==> src/design/fbd_fifo.sv <==
// Small queue between the command front end and the pixel back end.
`default_nettype none
module fbd_fifo #(
    parameter int WIDTH = 8,
    parameter int DEPTH = 4
) (
    input  wire              clk,
    input  wire              rst_n,
    input  wire              push,
    input  wire [WIDTH-1:0]  din,
    output logic             full,
    input  wire              pop,
    output logic [WIDTH-1:0] dout,
    output logic             empty
);
    localparam int PW = (DEPTH > 1) ? $clog2(DEPTH) : 1;

    logic [WIDTH-1:0] slot [DEPTH];
    logic [PW-1:0]    wr_ptr_reg, wr_ptr_next;
    logic [PW-1:0]    rd_ptr_reg, rd_ptr_next;
    logic [PW:0]      count_reg, count_next;
    logic             do_push, do_pop;

    assign full    = (count_reg == (PW+1)'(DEPTH));
    assign empty   = (count_reg == '0);
    assign dout    = slot[rd_ptr_reg];
    assign do_push = push && !full;
    assign do_pop  = pop && !empty;

    always_comb
    begin
        wr_ptr_next = wr_ptr_reg;
        rd_ptr_next = rd_ptr_reg;
        if (do_push)
        begin
            wr_ptr_next = (wr_ptr_reg == PW'(DEPTH - 1)) ? '0 : wr_ptr_reg + 1'b1;
        end
        if (do_pop)
        begin
            rd_ptr_next = (rd_ptr_reg == PW'(DEPTH - 1)) ? '0 : rd_ptr_reg + 1'b1;
        end
        count_next = count_reg + (PW+1)'(do_push) - (PW+1)'(do_pop);
    end

    always_ff @(posedge clk or negedge rst_n)
    begin
        if (!rst_n)
        begin
            wr_ptr_reg <= '0;
            rd_ptr_reg <= '0;
            count_reg  <= '0;
        end
        else
        begin
            wr_ptr_reg <= wr_ptr_next;
            rd_ptr_reg <= rd_ptr_next;
            count_reg  <= count_next;
        end
    end

    always_ff @(posedge clk)
    begin
        if (do_push)
        begin
            slot[wr_ptr_reg] <= din;
        end
    end
endmodule
`default_nettype wire

==> config.mk <==
export PLATFORM = sky130hd
export DESIGN_NAME = fbd_fifo
export DESIGN_NICKNAME = d
export VERILOG_FILES = /design/src/design/fbd_fifo.sv
export SDC_FILE = /design/constraint.sdc
export NUM_CORES = 1
export LEC_CHECK = 0
export CORE_MARGIN = 2
export CORE_UTILIZATION = 45
export CTS_CLUSTER_SIZE = 25
export DETAILED_ROUTE_END_ITERATION = 8
export DONT_BUFFER_PORTS = 1
export PLACE_DENSITY_LB_ADDON = 0.08
export SKIP_LAST_GASP = 1
export SLEW_MARGIN = 5
export SYNTH_ARGS = -nofsm -noshare
export SYNTH_HDL_FRONTEND = slang
export SYNTH_SLANG_ARGS = --single-unit
==> constraint.sdc <==
create_clock -name clk -period 2.2 [get_ports clk]
set_input_delay 0.11 -clock clk [delete_from_list [all_inputs] [get_ports clk]]
set_output_delay 0.11 -clock clk [all_outputs]
set_load 0.02 [all_outputs]
==> impl_metrics.ini, run 1 <==
[run_status]
status = finished clean

[floorplanning]
rows = 21
io-pin-count = 22
dieArea_mm2 = 0.00406
die_width_um = 63.7
die_height_um = 63.7
fp.coreArea_mm2 = 0.00339
start_util = 0.473

[final_layout]
nNetsFinal = 120
largest_register_ffs = 32
drive_gt1_frac = 0.267
nFillCells = 288
diodes = 0
area_delta_synth_final_pct = 16.9

[power]
p_per_area_mw_per_mm2 = 1290
vdd_ir_drop_max_mv = 0.797
p_total_mw = 2.41
p_leak_nw = 0.682

[clocking]
tritoncts = built
htreeDepth = 2
cts_root_buf = clkbuf_4
cts_buffer_depth = 2
cts.clk_slew.worst_paths_ps = 110
clock_latency_ps = 340
numCtsBuffers = 5
cts_setup_buffers = 0
numClockSinks = 39

[sta]
worst_pin_slew_ps = 616
postLayoutSetupSlackWorst_ps = 129
fin_skew_ps = 4.91
rsz0062_at_grt = no
setup_viol = 0
timing.final.crit_share = 0.941
min_period_ps = 2070
hold_viol = 0
max_freq_mhz = 483
slew_headroom = 0.590
maxSlewViolCount = 0
fin_tns_setup_ps = 0

[setup_path]
start_kind = register
cp_max_fo = 3
critPathTopFamily = adder cells
cp_num_buf_inv = 2
criticalPathCategory = register to register
arrival_ps = 2300
reg2reg_slack_ps = 130
crit_chain = nor3_4 > nand2b_4 > inv_1 > ha_1 > inv_1 > ha_1 > fa_1 > xnor2_1 > xnor2_1
crit_path_end_kind = register
crit_path_max_incr_delay_ps = 460
critical_path.slowest_cell = dfrtp_2
required_ps = 2430

[detailed_routing]
drt-pass1-iter-count = 3
via_count = 729
viasPerCell = 4.96
drt-wirelength-per-cell_um = 16.0
drtIter0Drc = 17
postRouteAntennaNets = 0
route.detailed.drc = 0
wirelength_um = 2350

[grt]
grt_usage = 0.139
antenna_found_initial = 0
grt_pass1_wl_um = 4010
grt_start_max_net_pins = 13
grt-ovfl-total = 0
first_global_vias = 822

[logic_synthesis]
synth_xor_area_frac = 0.0109
muxShareOfSynthArea = 0.136
seq_area_frac_synth = 0.709
synth_top_area_share = 0.600
synth_area_leaders = edfxtp_1, mux4_2, dfrtp_1
yosys.area.top_type = edfxtp_1
netlist_area_mm2 = 0.00160
synth_top_family_by_area = multiplexers
ys_ff_latch = 39
syn_area_per_cell_um2 = 19.8
synth_cells = 81
ys_types = 19
ys_warn_count = 0
synth_fa_ha_area_frac = 0.0671
synthSimpleGateAreaFrac = 0.0515
syn-num-nets = 101
synth-compound-area-share = 0.00390

[flow_run]
maxCapViolations = 0

[place]
pre_cts_ws_ps = 99.6
place_hpwl_um = 1570
gp_congestion = 0.665
io_buffer_count = 0

[hold_path]
hold_class = input port to asynchronous set/reset pin
## timing repair
item	in CTS	in global routing
hold endpoints to repair	42	0
endpoints found under the setup margin	0	1
resized for setup	0	2
hold buffers	11	0
## cell usage in the layout, fill, tap and decap left out, drive strengths merged
cell type    count
edfxtp          32
ha               7
clkbuf           5
mux2             3
dfrtp            7
nor3             1
o22ai            1
fa               1
nor2b            1
bufinv           1
nor2             2
nor3b            1
buf              3
dlygate4sd3     11
xnor2            2
nand2b           1
clkinv           2
and2             4
inv              7
mux4             8
nand2            1
## Yosys cell counts
cell type and number:
clkbuf_1 1, o22ai_1 1, mux2_4 1, xnor2_1 2
nor2_1 2, mux2_2 2, fa_1 1, nor2b_2 1
buf_2 1, edfxtp_1 32, nor3_1 1, inv_1 7
nand2b_4 1, nor3b_4 1, dfrtp_1 7, mux4_2 8
and2_1 4, ha_1 7, nand2_1 1
## path summary, 6_finish.rpt
path,from,to,cells after the start
setup / recovery,count_reg[1],count_reg[2],9
hold / removal,rst_n,wr_ptr_reg[1],1
setup reg to reg,count_reg[1],count_reg[2],9
hold reg to reg,count_reg[0],count_reg[0],1
max in group asynchronous,rst_n,count_reg[0],1
min in group clk,push,wr_ptr_reg[1],3
## logic make-up (layout without fill, tap and decap cells)
family / count (synthesis) / count (layout)
AO/OA/AOI/OAI: 1 / 1
multiplexers: 11 / 11
flip-flops: 39 / 39
adder cells (fa/ha/maj): 8 / 8
XOR/XNOR: 2 / 2
buffers and inverters: 9 / 29
AND/OR/NAND/NOR: 11 / 11
## through the flow
stage | instance area (um^2) | util | std cells | hold WS [ps]
5_1_grt | 1870 | 0.553 | 147 | 93.9
3_3_place_gp | 1690 | 0.497 | 128 | -185
6_report | 1870 | 0.553 | 147 | 96.4
4_1_cts | 1870 | 0.552 | 147 | 100
2_1_floorplan | 1610 | - | 81 | -186
3_5_place_dp | 1690 | 0.497 | 128 | -185
## layer usage
metal | part of all wire | global-route usage | vias up
met5 | 0 | 0 | -
met1 | 0.40 | 0.155 | 364
li1 | - | - | 342
met2 | 0.54 | 0.236 | 18
met4 | 0.018 | 0.0571 | 0
met3 | 0.046 | 0.0571 | 5
## cell type report
class | instances | area [um^2] | area share
Sequential cell | 39 | 1140 | 0.607
Multi-Input combinational cell | 33 | 443 | 0.236
Timing Repair Buffer | 14 | 133 | 0.0708
Clock inverter | 3 | 38.8 | 0.0207
Clock buffer | 5 | 37.5 | 0.0200
Tap cell | 46 | 57.6 | 0.0307
Inverter | 7 | 26.3 | 0.0140
## report_power, final
| group | total [mW] | switching, mW | internal, mW |
|---|---|---|---|
| clock network | 0.459 | 0.225 | 0.234 |
| logic | 0.775 | 0.399 | 0.376 |
| registers | 1.18 | 0.178 | 1.00 |
Note: power is estimated with default switching activity, not from simulation.
==> inputs of run 2 (changes only) <==
clock period = 2.5 ns   (was 2.2 ns; I/O delays follow)
==> impl_metrics.ini, run 2 (synthesis gave the netlist of run 1 again) <==
[floorplanning]
fp.coreArea_mm2 = 0.00339
start_util = 0.473
die_width_um = 63.7
rows = 21
io-pin-count = 22
die_height_um = 63.7
dieArea_mm2 = 0.00406

[setup_path]
criticalPathCategory = register to register
reg2reg_slack_ps = 260
arrival_ps = 2500
r2r_cells = 9
crit_path_end_kind = register
reg2reg_to = count_reg[2]
endpoint = count_reg[2]
startpoint = count_reg[2]
cp_max_fo = 7
start_kind = register
required_ps = 2760
reg2reg_from = count_reg[2]

[clocking]
cts_buffer_depth = 2
numClockSinks = 39
cts_root_buf = clkbuf_4
clock_latency_ps = 340
numCtsBuffers = 5
cts_resized = 0
tritoncts = built
cts.clk_slew.worst_paths_ps = 110
htreeDepth = 2

[detailed_routing]
route.detailed.drc = 0
drtIter0Drc = 36
viasPerCell = 5.14
via_count = 745
wirelength_um = 2290
drt-wirelength-per-cell_um = 15.8
drt-pass1-iter-count = 4
postRouteAntennaNets = 0

[grt]
grt-ovfl-total = 0
grt_start_max_net_pins = 13
grt_usage = 0.131
first_global_vias = 766
grt_pass1_wl_um = 3800
antenna_found_initial = 0

[power]
p_per_area_mw_per_mm2 = 1120
vdd_ir_drop_max_mv = 0.561
p_leak_nw = 0.670

[final_layout]
layout_common_cells = edfxtp_1, dlygate4sd3_1, mux4_2
diodes = 0
nFillCells = 273
largest_register_ffs = 32
nNetsFinal = 118
stdcell_count = 145
final_common_cell = edfxtp_1
final_area_mm2 = 0.00185
area_delta_synth_final_pct = 15.1
drive_gt1_frac = 0.222

[sta]
max_freq_mhz = 447
hold_viol = 0
setup_viol = 0
rsz0062_at_grt = no
min_period_ps = 2240
fin_skew_ps = 4.59
worst_pin_slew_ps = 592
slew_headroom = 0.605
fin_tns_setup_ps = 0
postLayoutSetupSlackWorst_ps = 264
holdWs_ps = 111
maxSlewViolCount = 0
timing.final.crit_share = 0.894

[place]
gp_congestion = 0.635
dpl_cell_area_mm2 = 0.00166
dp_cells = 126
io_buffer_count = 0
pre_cts_ws_ps = 270
place_hpwl_um = 1500

[hold_path]
hold_class = input port to asynchronous set/reset pin

[flow_run]
maxCapViolations = 0

[run_status]
status = finished clean
-- run 2: how the worst min path moves through the flow --
stage,endpoint,slack [ps],startpoint,cells after the start
detailed placement,count_reg[0],-170,rst_n,0
global route,count_reg[0],120,rst_n,1
finish,count_reg[0],110,rst_n,1
CTS,count_reg[0],110,rst_n,1
floorplan,count_reg[0],-170,rst_n,0
global placement,count_reg[0],-170,rst_n,0
-- run 2: layout make-up --
| type | count | area [um^2] | share of cell area |
|---|---|---|---|
| clock buffer | 5 | 37.5 | 0.0203 |
| sequential | 39 | 1140 | 0.616 |
| clock inverter | 3 | 38.8 | 0.0210 |
| timing repair buffer | 12 | 118 | 0.0637 |
| tap | 46 | 57.6 | 0.0312 |
| inverter | 7 | 26.3 | 0.0142 |
| multi-input combinational | 33 | 432 | 0.234 |
-- run 2: routing by layer --
metal  up-vias  global-route usage  part of all wire
met5         -                   0                 0
met4         0              0.0571             0.018
met3         7              0.0518             0.049
met2        20               0.207              0.49
met1       380               0.160              0.44
li1        338                   -                 -
-- run 2: timing repair --
item | in CTS | in global routing
hold buffers | 11 | 0
hold endpoints to repair | 41 | 0
endpoints found under the setup margin | 0 | 0
buffers inserted | 0 | 0
-- run 2: power by group --
part	total [mW]	internal, mW	switching, mW
logic	0.656	0.308	0.348
registers	1.02	0.878	0.143
clock network	0.400	0.206	0.194
-- run 2: metrics by stage --
stage | power [mW] | utilization
6_report | 2.08 | 0.544
5_1_grt | 2.21 | 0.544
3_3_place_gp | 1.68 | 0.489
2_1_floorplan | 1.57 | -
3_5_place_dp | 1.70 | 0.489
4_1_cts | 2.11 | 0.544
-- run 2: critical path: stages (launching register included) --
cell     delay, ps
dfrtp_1        420
nor3b_4        200
nor2b_2        270
inv_1           80
ha_1           280
inv_1           30
ha_1           180
fa_1           380
xnor2_1        180
xnor2_1        140
