==> config.mk <==
export PLATFORM = sky130hd
export DESIGN_NAME = fbd_front_flat
export DESIGN_NICKNAME = d
export VERILOG_FILES = /design/src/design/fbd_pkg.sv /design/src/design/fbd_if.sv /design/src/design/fbd_front.sv /design/src/flat_wrapper.sv
export SDC_FILE = /design/constraint.sdc
export NUM_CORES = 1
export LEC_CHECK = 0
export BUFFER_PORTS_ARGS = -buffer_cell sky130_fd_sc_hd__buf_2
export CORE_MARGIN = 5
export CORE_UTILIZATION = 40
export DETAILED_ROUTE_END_ITERATION = 10
export PLACE_DENSITY_LB_ADDON = 0.15
export SKIP_LAST_GASP = 1
export SLEW_MARGIN = 20
export SYNTH_ARGS = -nofsm -noshare
export SYNTH_HDL_FRONTEND = slang
export SYNTH_SLANG_ARGS = --single-unit
==> constraint.sdc <==
create_clock -name clk -period 12.9 [get_ports clk]
set_input_delay 1.935 -clock clk [delete_from_list [all_inputs] [get_ports clk]]
set_output_delay 1.935 -clock clk [all_outputs]
set_load 0.01 [all_outputs]
==> src/design/fbd_pkg.sv <==
// Shared types, codes and helper functions of the framebuffer draw engine.
`default_nettype none
package fbd_pkg;

    localparam int CRD_W          = 12;
    localparam int ADDR_W         = 22;
    localparam int SQ_W           = 28;
    localparam int PIX_W          = 32;
    localparam int CFG_W          = 9;
    localparam int DEF_MAX_WIDTH  = 256;
    localparam int DEF_MAX_HEIGHT = 256;
    localparam int QUEUE_DEPTH    = 4;

    localparam logic [2:0] FUNC_FILL_RECT = 3'd0;
    localparam logic [2:0] FUNC_FILL_DISC = 3'd1;
    localparam logic [2:0] FUNC_BLIT_COPY = 3'd2;
    localparam logic [2:0] FUNC_BLIT_ALPHA = 3'd3;
    localparam logic [2:0] FUNC_SRC_PIXEL = 3'd4;
    localparam logic [2:0] FUNC_READ      = 3'd5;

    localparam logic CFG_IDX_WIDTH  = 1'b0;
    localparam logic CFG_IDX_HEIGHT = 1'b1;

    typedef enum logic [1:0] {
        K_FILL  = 2'd0,
        K_WRITE = 2'd1,
        K_DONE  = 2'd2,
        K_READ  = 2'd3
    } kind_t;

    typedef struct packed {
        kind_t                    kind;
        logic                     disc;
        logic                     alpha;
        logic                     done;
        logic                     visible;
        logic [CRD_W-1:0]         x0;
        logic [CRD_W-1:0]         x1;
        logic [CRD_W-1:0]         y0;
        logic [CRD_W-1:0]         y1;
        logic signed [CRD_W-1:0]  cx;
        logic signed [CRD_W-1:0]  cy;
        logic signed [CRD_W-1:0]  r;
        logic [ADDR_W-1:0]        addr;
        logic [PIX_W-1:0]         pixel;
    } entry_t;

    function automatic logic [SQ_W-1:0] square14(input logic signed [13:0] v);
        logic signed [27:0] p;
        p = v * v;
        return SQ_W'(p);
    endfunction

    // Each of B, G, R becomes min(255, (dst * (256 - alpha)) >> 8 + src).
    function automatic logic [PIX_W-1:0] alpha_add(input logic [PIX_W-1:0] src,
                                                  input logic [PIX_W-1:0] dst);
        logic [8:0]  keep;
        logic [16:0] prod;
        logic [9:0]  c;
        logic [PIX_W-1:0] res;
        keep = 9'd256 - {1'b0, src[31:24]};
        res = {src[31:24], 24'd0};
        for (int i = 0; i < 3; i++) begin
            prod = dst[i*8 +: 8] * keep;
            c = {1'b0, prod[16:8]} + {2'b0, src[i*8 +: 8]};
            res[i*8 +: 8] = (c > 10'd255) ? 8'hFF : c[7:0];
        end
        return res;
    endfunction

endpackage
`default_nettype wire

==> src/design/fbd_if.sv <==
// Request and result channel interfaces of the framebuffer draw engine.
`default_nettype none
interface fbd_req_if;
    logic               valid;
    logic               ready;
    logic [2:0]         func;
    logic signed [11:0] x_a;
    logic signed [11:0] y_a;
    logic signed [11:0] x_b;
    logic signed [11:0] y_b;
    logic [31:0]        pixel_in;
    modport source (output valid, func, x_a, y_a, x_b, y_b, pixel_in, input ready);
    modport sink (input valid, func, x_a, y_a, x_b, y_b, pixel_in, output ready);
endinterface

`default_nettype wire

==> src/design/fbd_front.sv <==
// Front end: configuration, blit tracking, clipping and address forming.
`default_nettype none
module fbd_front #(
    parameter int MAX_WIDTH  = fbd_pkg::DEF_MAX_WIDTH,
    parameter int MAX_HEIGHT = fbd_pkg::DEF_MAX_HEIGHT
) (
    input  wire                          clk,
    input  wire                          rst_n,
    input  wire                          cfg_we,
    input  wire                          cfg_index,
    input  wire [fbd_pkg::CFG_W-1:0]     cfg_data,
    fbd_req_if.sink                      cmd,
    input  wire                          q_full,
    output logic                         q_push,
    output fbd_pkg::entry_t              q_entry,
    output logic [fbd_pkg::CRD_W-1:0]    eff_w,
    output logic [fbd_pkg::CRD_W-1:0]    eff_h
);
    import fbd_pkg::*;

    localparam logic [1:0] MODE_IDLE  = 2'd0;
    localparam logic [1:0] MODE_COPY  = 2'd1;
    localparam logic [1:0] MODE_ALPHA = 2'd2;

    logic [CFG_W-1:0]        fw_reg, fh_reg;
    logic [1:0]              mode_reg, mode_next;
    logic signed [CRD_W-1:0] ox_reg, ox_next, oy_reg, oy_next;
    logic [10:0]             bw_reg, bw_next, bh_reg, bh_next;
    logic [10:0]             col_reg, col_next, row_reg, row_next;
    logic                    accept;
    logic signed [13:0]      px, py, ex, ey, lo_x, hi_x, lo_y, hi_y;
    logic                    in_frame;
    logic [CRD_W-1:0]        row_idx;
    logic [2*CRD_W-1:0]      row_prod;
    logic [ADDR_W-1:0]       addr;
    logic                    last_col, last_row;

    function automatic logic [CRD_W-1:0] clampc(input logic signed [13:0] v,
                                                input logic [CRD_W-1:0] hi);
        if (v < 14'sd0)
        begin
            return '0;
        end
        else if (v > signed'({2'b00, hi}))
        begin
            return hi;
        end
        return v[CRD_W-1:0];
    endfunction

    function automatic logic signed [13:0] sx(input logic signed [CRD_W-1:0] v);
        return {{2{v[CRD_W-1]}}, v};
    endfunction

    always_comb
    begin
        if (fw_reg == '0)
        begin
            eff_w = CRD_W'(1);
        end
        else if ({3'b000, fw_reg} > CRD_W'(MAX_WIDTH))
        begin
            eff_w = CRD_W'(MAX_WIDTH);
        end
        else
        begin
            eff_w = {3'b000, fw_reg};
        end
        if (fh_reg == '0)
        begin
            eff_h = CRD_W'(1);
        end
        else if ({3'b000, fh_reg} > CRD_W'(MAX_HEIGHT))
        begin
            eff_h = CRD_W'(MAX_HEIGHT);
        end
        else
        begin
            eff_h = {3'b000, fh_reg};
        end
    end

    assign cmd.ready = !q_full;
    assign accept    = cmd.valid && !q_full;

    // Pixel position: blit cursor for source pixels, the request itself for reads.
    always_comb
    begin
        if (cmd.func == FUNC_SRC_PIXEL)
        begin
            px = sx(ox_reg) + signed'({3'b000, col_reg});
            py = sx(oy_reg) + signed'({3'b000, row_reg});
        end
        else
        begin
            px = sx(cmd.x_a);
            py = sx(cmd.y_a);
        end
        in_frame = (px >= 14'sd0) && (px < signed'({2'b00, eff_w}))
                && (py >= 14'sd0) && (py < signed'({2'b00, eff_h}));
        row_idx  = eff_h - CRD_W'(1) - py[CRD_W-1:0];
        row_prod = row_idx * eff_w;
        addr     = ADDR_W'(row_prod + {{CRD_W{1'b0}}, px[CRD_W-1:0]});
        last_col = ({1'b0, col_reg} + 12'd1) >= {1'b0, bw_reg};
        last_row = ({1'b0, row_reg} + 12'd1) >= {1'b0, bh_reg};
    end

    always_comb
    begin
        ex   = sx(cmd.x_a) - sx(cmd.x_b);
        ey   = sx(cmd.y_a) - sx(cmd.x_b);
        lo_x = (cmd.x_a < cmd.x_b) ? sx(cmd.x_a) : sx(cmd.x_b);
        hi_x = (cmd.x_a < cmd.x_b) ? sx(cmd.x_b) : sx(cmd.x_a);
        lo_y = (cmd.y_a < cmd.y_b) ? sx(cmd.y_a) : sx(cmd.y_b);
        hi_y = (cmd.y_a < cmd.y_b) ? sx(cmd.y_b) : sx(cmd.y_a);

        q_entry         = '0;
        q_entry.cx      = cmd.x_a;
        q_entry.cy      = cmd.y_a;
        q_entry.r       = cmd.x_b;
        q_entry.pixel   = cmd.pixel_in;
        q_entry.addr    = addr;
        q_entry.visible = in_frame;
        q_entry.kind    = K_DONE;
        q_push          = 1'b0;

        mode_next = mode_reg;
        ox_next   = ox_reg;
        oy_next   = oy_reg;
        bw_next   = bw_reg;
        bh_next   = bh_reg;
        col_next  = col_reg;
        row_next  = row_reg;

        unique case (cmd.func) inside
            FUNC_FILL_RECT:
            begin
                q_push       = accept;
                q_entry.kind = K_FILL;
                q_entry.x0   = clampc(lo_x, eff_w);
                q_entry.x1   = clampc(hi_x, eff_w);
                q_entry.y0   = clampc(lo_y, eff_h);
                q_entry.y1   = clampc(hi_y, eff_h);
            end
            FUNC_FILL_DISC:
            begin
                q_push       = accept;
                q_entry.kind = K_FILL;
                q_entry.disc = 1'b1;
                q_entry.x0   = clampc(ex, eff_w);
                q_entry.x1   = clampc(sx(cmd.x_a) + sx(cmd.x_b), eff_w);
                q_entry.y0   = clampc(ey, eff_h);
                q_entry.y1   = clampc(sx(cmd.y_a) + sx(cmd.x_b), eff_h);
            end
            FUNC_BLIT_COPY, FUNC_BLIT_ALPHA:
            begin
                ox_next  = cmd.x_a;
                oy_next  = cmd.y_a;
                bw_next  = cmd.x_b[CRD_W-1] ? 11'd0 : cmd.x_b[10:0];
                bh_next  = cmd.y_b[CRD_W-1] ? 11'd0 : cmd.y_b[10:0];
                col_next = '0;
                row_next = '0;
                if (bw_next == '0 || bh_next == '0)
                begin
                    mode_next = MODE_IDLE;
                    q_push    = accept;
                end
                else
                begin
                    mode_next = (cmd.func == FUNC_BLIT_COPY) ? MODE_COPY : MODE_ALPHA;
                end
            end
            FUNC_SRC_PIXEL:
            begin
                if (mode_reg != MODE_IDLE)
                begin
                    q_entry.alpha = (mode_reg == MODE_ALPHA);
                    q_entry.done  = last_col && last_row;
                    if (in_frame)
                    begin
                        q_entry.kind = K_WRITE;
                        q_push       = accept;
                    end
                    else
                    begin
                        q_push = accept && q_entry.done;
                    end
                    if (last_col)
                    begin
                        col_next = '0;
                        row_next = row_reg + 11'd1;
                        if (last_row)
                        begin
                            row_next  = '0;
                            mode_next = MODE_IDLE;
                        end
                    end
                    else
                    begin
                        col_next = col_reg + 11'd1;
                    end
                end
            end
            FUNC_READ:
            begin
                q_push       = accept;
                q_entry.kind = K_READ;
            end
            default:
            begin
                q_push = 1'b0;
            end
        endcase
    end

    always_ff @(posedge clk or negedge rst_n)
    begin
        if (!rst_n)
        begin
            fw_reg   <= CFG_W'(256);
            fh_reg   <= CFG_W'(256);
            mode_reg <= MODE_IDLE;
            ox_reg   <= '0;
            oy_reg   <= '0;
            bw_reg   <= '0;
            bh_reg   <= '0;
            col_reg  <= '0;
            row_reg  <= '0;
        end
        else
        begin
            if (cfg_we && cfg_index == CFG_IDX_WIDTH)
            begin
                fw_reg <= cfg_data;
            end
            if (cfg_we && cfg_index == CFG_IDX_HEIGHT)
            begin
                fh_reg <= cfg_data;
            end
            if (accept)
            begin
                mode_reg <= mode_next;
                ox_reg   <= ox_next;
                oy_reg   <= oy_next;
                bw_reg   <= bw_next;
                bh_reg   <= bh_next;
                col_reg  <= col_next;
                row_reg  <= row_next;
            end
        end
    end
endmodule
`default_nettype wire

==> src/flat_wrapper.sv <==
// flat-port wrapper written by rule: the top's interface ports become plain ports
module fbd_front_flat import fbd_pkg::*;
#(
    parameter int MAX_WIDTH  = fbd_pkg::DEF_MAX_WIDTH,
    parameter int MAX_HEIGHT = fbd_pkg::DEF_MAX_HEIGHT
)
  (clk, rst_n, cfg_we, cfg_index, cfg_data, q_full, q_push, q_entry, eff_w, eff_h, cmd_valid, cmd_func, cmd_x_a, cmd_y_a, cmd_x_b, cmd_y_b, cmd_pixel_in, cmd_ready);
  fbd_req_if cmd_i ();
  input  wire clk;
  input  wire rst_n;
  input  wire cfg_we;
  input  wire cfg_index;
  input  wire [fbd_pkg::CFG_W-1:0] cfg_data;
  input  wire q_full;
  output logic q_push;
  output fbd_pkg::entry_t q_entry;
  output logic [fbd_pkg::CRD_W-1:0] eff_w;
  output logic [fbd_pkg::CRD_W-1:0] eff_h;
  input wire logic [$bits(cmd_i.valid)-1:0] cmd_valid;
  input wire logic [$bits(cmd_i.func)-1:0] cmd_func;
  input wire logic [$bits(cmd_i.x_a)-1:0] cmd_x_a;
  input wire logic [$bits(cmd_i.y_a)-1:0] cmd_y_a;
  input wire logic [$bits(cmd_i.x_b)-1:0] cmd_x_b;
  input wire logic [$bits(cmd_i.y_b)-1:0] cmd_y_b;
  input wire logic [$bits(cmd_i.pixel_in)-1:0] cmd_pixel_in;
  output wire logic [$bits(cmd_i.ready)-1:0] cmd_ready;
  assign cmd_i.valid = cmd_valid;
  assign cmd_i.func = cmd_func;
  assign cmd_i.x_a = cmd_x_a;
  assign cmd_i.y_a = cmd_y_a;
  assign cmd_i.x_b = cmd_x_b;
  assign cmd_i.y_b = cmd_y_b;
  assign cmd_i.pixel_in = cmd_pixel_in;
  assign cmd_ready = cmd_i.ready;
  fbd_front #(.MAX_WIDTH(MAX_WIDTH), .MAX_HEIGHT(MAX_HEIGHT)) u_core (.clk(clk), .rst_n(rst_n), .cfg_we(cfg_we), .cfg_index(cfg_index), .cfg_data(cfg_data), .cmd(cmd_i), .q_full(q_full), .q_push(q_push), .q_entry(q_entry), .eff_w(eff_w), .eff_h(eff_h));
endmodule
==> metrics.md <==
| Metric | Value |
|---|---|
| Post-CTS Setup Bufs | `0` |
| Worst-margin pin slew | `between 0.9 and 1 ns` |
| Core region area | `0.0430 sq mm` |
| Crit-path slowest cell | `xor2_1` |
| # rows | `76` |
| CP Launch Point | `cmd_func[2]` |
| Vias in the first global route | `around 16000` |
| Synth unique cells | `95` |
| Post-DP HPWL | `between 40000 and 50000 um` |
| Max Fclk | `0.0815 GHz` |
| Final Slew Violations | `0` |
| Routed WL per cell | `21.0 um` |
| Sequential element share of the synthesized area | `12.7%` |
| Initial antenna violation count | `0` |
| Fill cell count | `between 4000 and 5000` |
| CTS H-Tree Depth | `3` |
| CTS Hold Buffers Added | `0` |
| Crit. End Element | `primary output` |
| #FFs+latches synth | `88` |
| Clock latency on the worst-skew pair | `between 0.3 and 0.4 ns` |
| R2r setup slk | `9.18 ns` |
| CTS tree | `built` |
| Outcome | `completed` |
| Remaining global-route overflow | `0` |
| WS Path Type | `input port to primary output` |
| DRC Markers | `0` |
| Die ar. | `~0.048 sq mm` |
| Antenna diodes | `0` |
| CP peak stage delay | `0.61 ns` |
| Vias | `~16000` |
| Primary FF master, synth | `dfrtp_1` |
| Fin nets | `2687` |
| First-pass GRT wire length | `just over 90000 um` |
| Pre-antenna DRT Iters | `6` |
| R2R Path Start | `u_core.col_reg[0]` |
| Clock tree sinks | `roughly 90` |
| Mapped Cells | `2175` |
| Worst EP required | `roughly 11 ns` |
| Final TNS setup | `0 ns` |
| Drt initial violations | `1160` |
| Final Hold Violating Endpoints | `0` |
| ANT nets after route | `0` |
| Hold/Removal Path Class | `register to register` |
| Max-Cap Viols | `0` |
| Ys async rst share | `100%` |
| Final setup vio count | `0` |
| Via-to-Cell Ratio | `5.61` |
| Die Ht | `approximately 220 um` |
| Mapped Avg Cell Area | `7.97 sq um` |
| I/O pin cnt | `268` |
| Post-synth EDFFs | `0` |
| Crit path max fanout | `20` |
| Final wirelength | `59600 um` |
| Unrepaired setup endpoints after global routing | `no` |
| Post-CTS Resized | `0` |
| Initial core utilization | `around two fifths` |
| Clock Path Buffers | `2` |
| CTS buffer count | `9` |
| Port bufs | `185` |
| CTS Root Cell | `clkbuf_16` |
| Proportion of layout cells with a drive suffix above 1 | `13.5%` |
| Arrival @ worst endpoint | `between 10 and 15 ns` |
| Worst setup SP type | `input port` |
| Crit share post-route | `95.1%` |
| Warnings, synthesis | `0` |
| CP endpoint | `q_entry[52]` |
| CTS clock-pin slew for the worst setup and hold paths | `0.07 ns` |
| Crit path time final | `12.27 ns` |
| Reg2reg end | `u_core.mode_reg[0]` |
| Mapped Area | `0.0173 sq mm` |
| Area grow syn2layout | `6.90%` |
| Total GRT Usage | `24.6%` |
| GPL Wtd Cong | `0.915` |
| Largest net degree at the start of global routing | `74` |
| Relative slew slack | `38.0%` |
| Worst Skew | `0.0102 ns` |
| Worst r2r path cells | `15` |
| Die width | `218 um` |
-- Yosys cell counts, drive strengths merged, types with 9 or more instances --
master	instances	area share (%)
clkbuf	44	0.95
a31oi	19	0.72
ha	261	19
a211o	11	0.56
nor4	13	0.56
nor2	182	3.9
xor2	39	2.0
and2	12	0.45
and3	13	0.47
o211ai	16	0.69
o21bai	9	0.39
mux2	51	3.3
o22ai	18	0.69
dfrtp	86	12
xnor2	75	3.8
nor3	36	1.1
inv	237	5.1
nand2b	43	1.6
o21ai	137	4.0
nor2b	28	1.0
buf	111	4.6
nand2	209	4.5
nand3	46	1.3
mux2i	49	2.8
a211oi	23	1.1
nand4	24	0.90
a21oi	93	2.7
fa	79	9.1
o21a	13	0.56
or2	9	0.32
o31ai	36	1.6
a21o	49	2.1
-- critical path: cells and delay by family --
family	cells	cell delay [ns]
AOI/OAI and AO/OA	9	2.03
xor gates and xnor gates	3	0.98
adders and majority gates	6	2.40
buffers and inverters	7	0.95
and+or+nand+nor	8	2.00
-- worst min-delay path by stage --
| stage | start | end | slack (ns) | depth (start not counted) |
|---|---|---|---|---|
| finish | u_core.bh_reg[1] | u_core.bh_reg[1] | 0.48 | 2 |
| floorplan | u_core.bh_reg[10] | u_core.bh_reg[10] | 0.45 | 2 |
| global placement | u_core.bh_reg[2] | u_core.bh_reg[2] | 0.46 | 2 |
| detailed placement | u_core.bh_reg[1] | u_core.bh_reg[1] | 0.47 | 2 |
| CTS | u_core.bh_reg[1] | u_core.bh_reg[1] | 0.48 | 2 |
| global route | u_core.bh_reg[1] | u_core.bh_reg[1] | 0.50 | 2 |
-- kinds of logic after synthesis --
group / synth area share (%)
AO/OA/AOI/OAI: 18.9
XOR/XNOR: 5.76
multiplexers: 6.14
other: 0.0216
AND/OR/NAND/NOR: 17.7
adder cells (fa/ha/maj): 28.0
flip-flops: 12.7
buffers and inverters: 10.8
-- per-stage QoR --
stage / std cells / util (%) / area, sq um / setup WS (ns) / hold slack, ns
2_1_floorplan: 2194 / - / 17400 / 1.34 / 0.449
3_3_place_gp: 2823 / 42.4 / 18200 / 0.914 / 0.461
3_5_place_dp: 2823 / 42.4 / 18200 / 0.744 / 0.468
4_1_cts: 2839 / 43.1 / 18500 / 0.704 / 0.483
5_1_grt: 2839 / 43.1 / 18500 / 0.0712 / 0.499
6_report: 2839 / 43.1 / 18500 / 0.635 / 0.477
-- routing by layer --
layer / wire (um) / track usage [%] / vias up
li1: - / - / 7603
met1: 26800 / 32.9 / 7722
met2: 26800 / 39.7 / 533
met3: 4340 / 6.26 / 79
met4: 1460 / 6.20 / 2
met5: 100 / 1.56 / -
-- final cells by class --
class | count | area (sq um) | area share, %
clock buffer | 10 | 239 | 1.29
clock inverter | 6 | 73.8 | 0.398
inverter | 240 | 901 | 4.86
multi-input combinational | 1711 | 13300 | 72.0
sequential | 88 | 2200 | 11.9
tap | 585 | 732 | 3.95
timing repair buffer | 199 | 1030 | 5.58
-- placed cells by master, fill, tap and decap left out, drive strengths merged, types with 16 or more instances in the layout --
| cell | count |
|---|---|
| a211oi | 23 |
| a21o | 49 |
| a21oi | 93 |
| a31oi | 19 |
| buf | 199 |
| conb | 20 |
| dfrtp | 86 |
| fa | 79 |
| ha | 261 |
| inv | 239 |
| mux2 | 51 |
| mux2i | 49 |
| nand2 | 209 |
| nand2b | 43 |
| nand3 | 46 |
| nand4 | 24 |
| nor2 | 182 |
| nor2b | 28 |
| nor3 | 36 |
| o211ai | 16 |
| o21ai | 137 |
| o22ai | 18 |
| o31ai | 36 |
| xnor2 | 75 |
| xor2 | 39 |
Power is left out: the tool's default activity adds up to more than one toggle a clock period on the data nets, which glitch-free logic cannot reach.
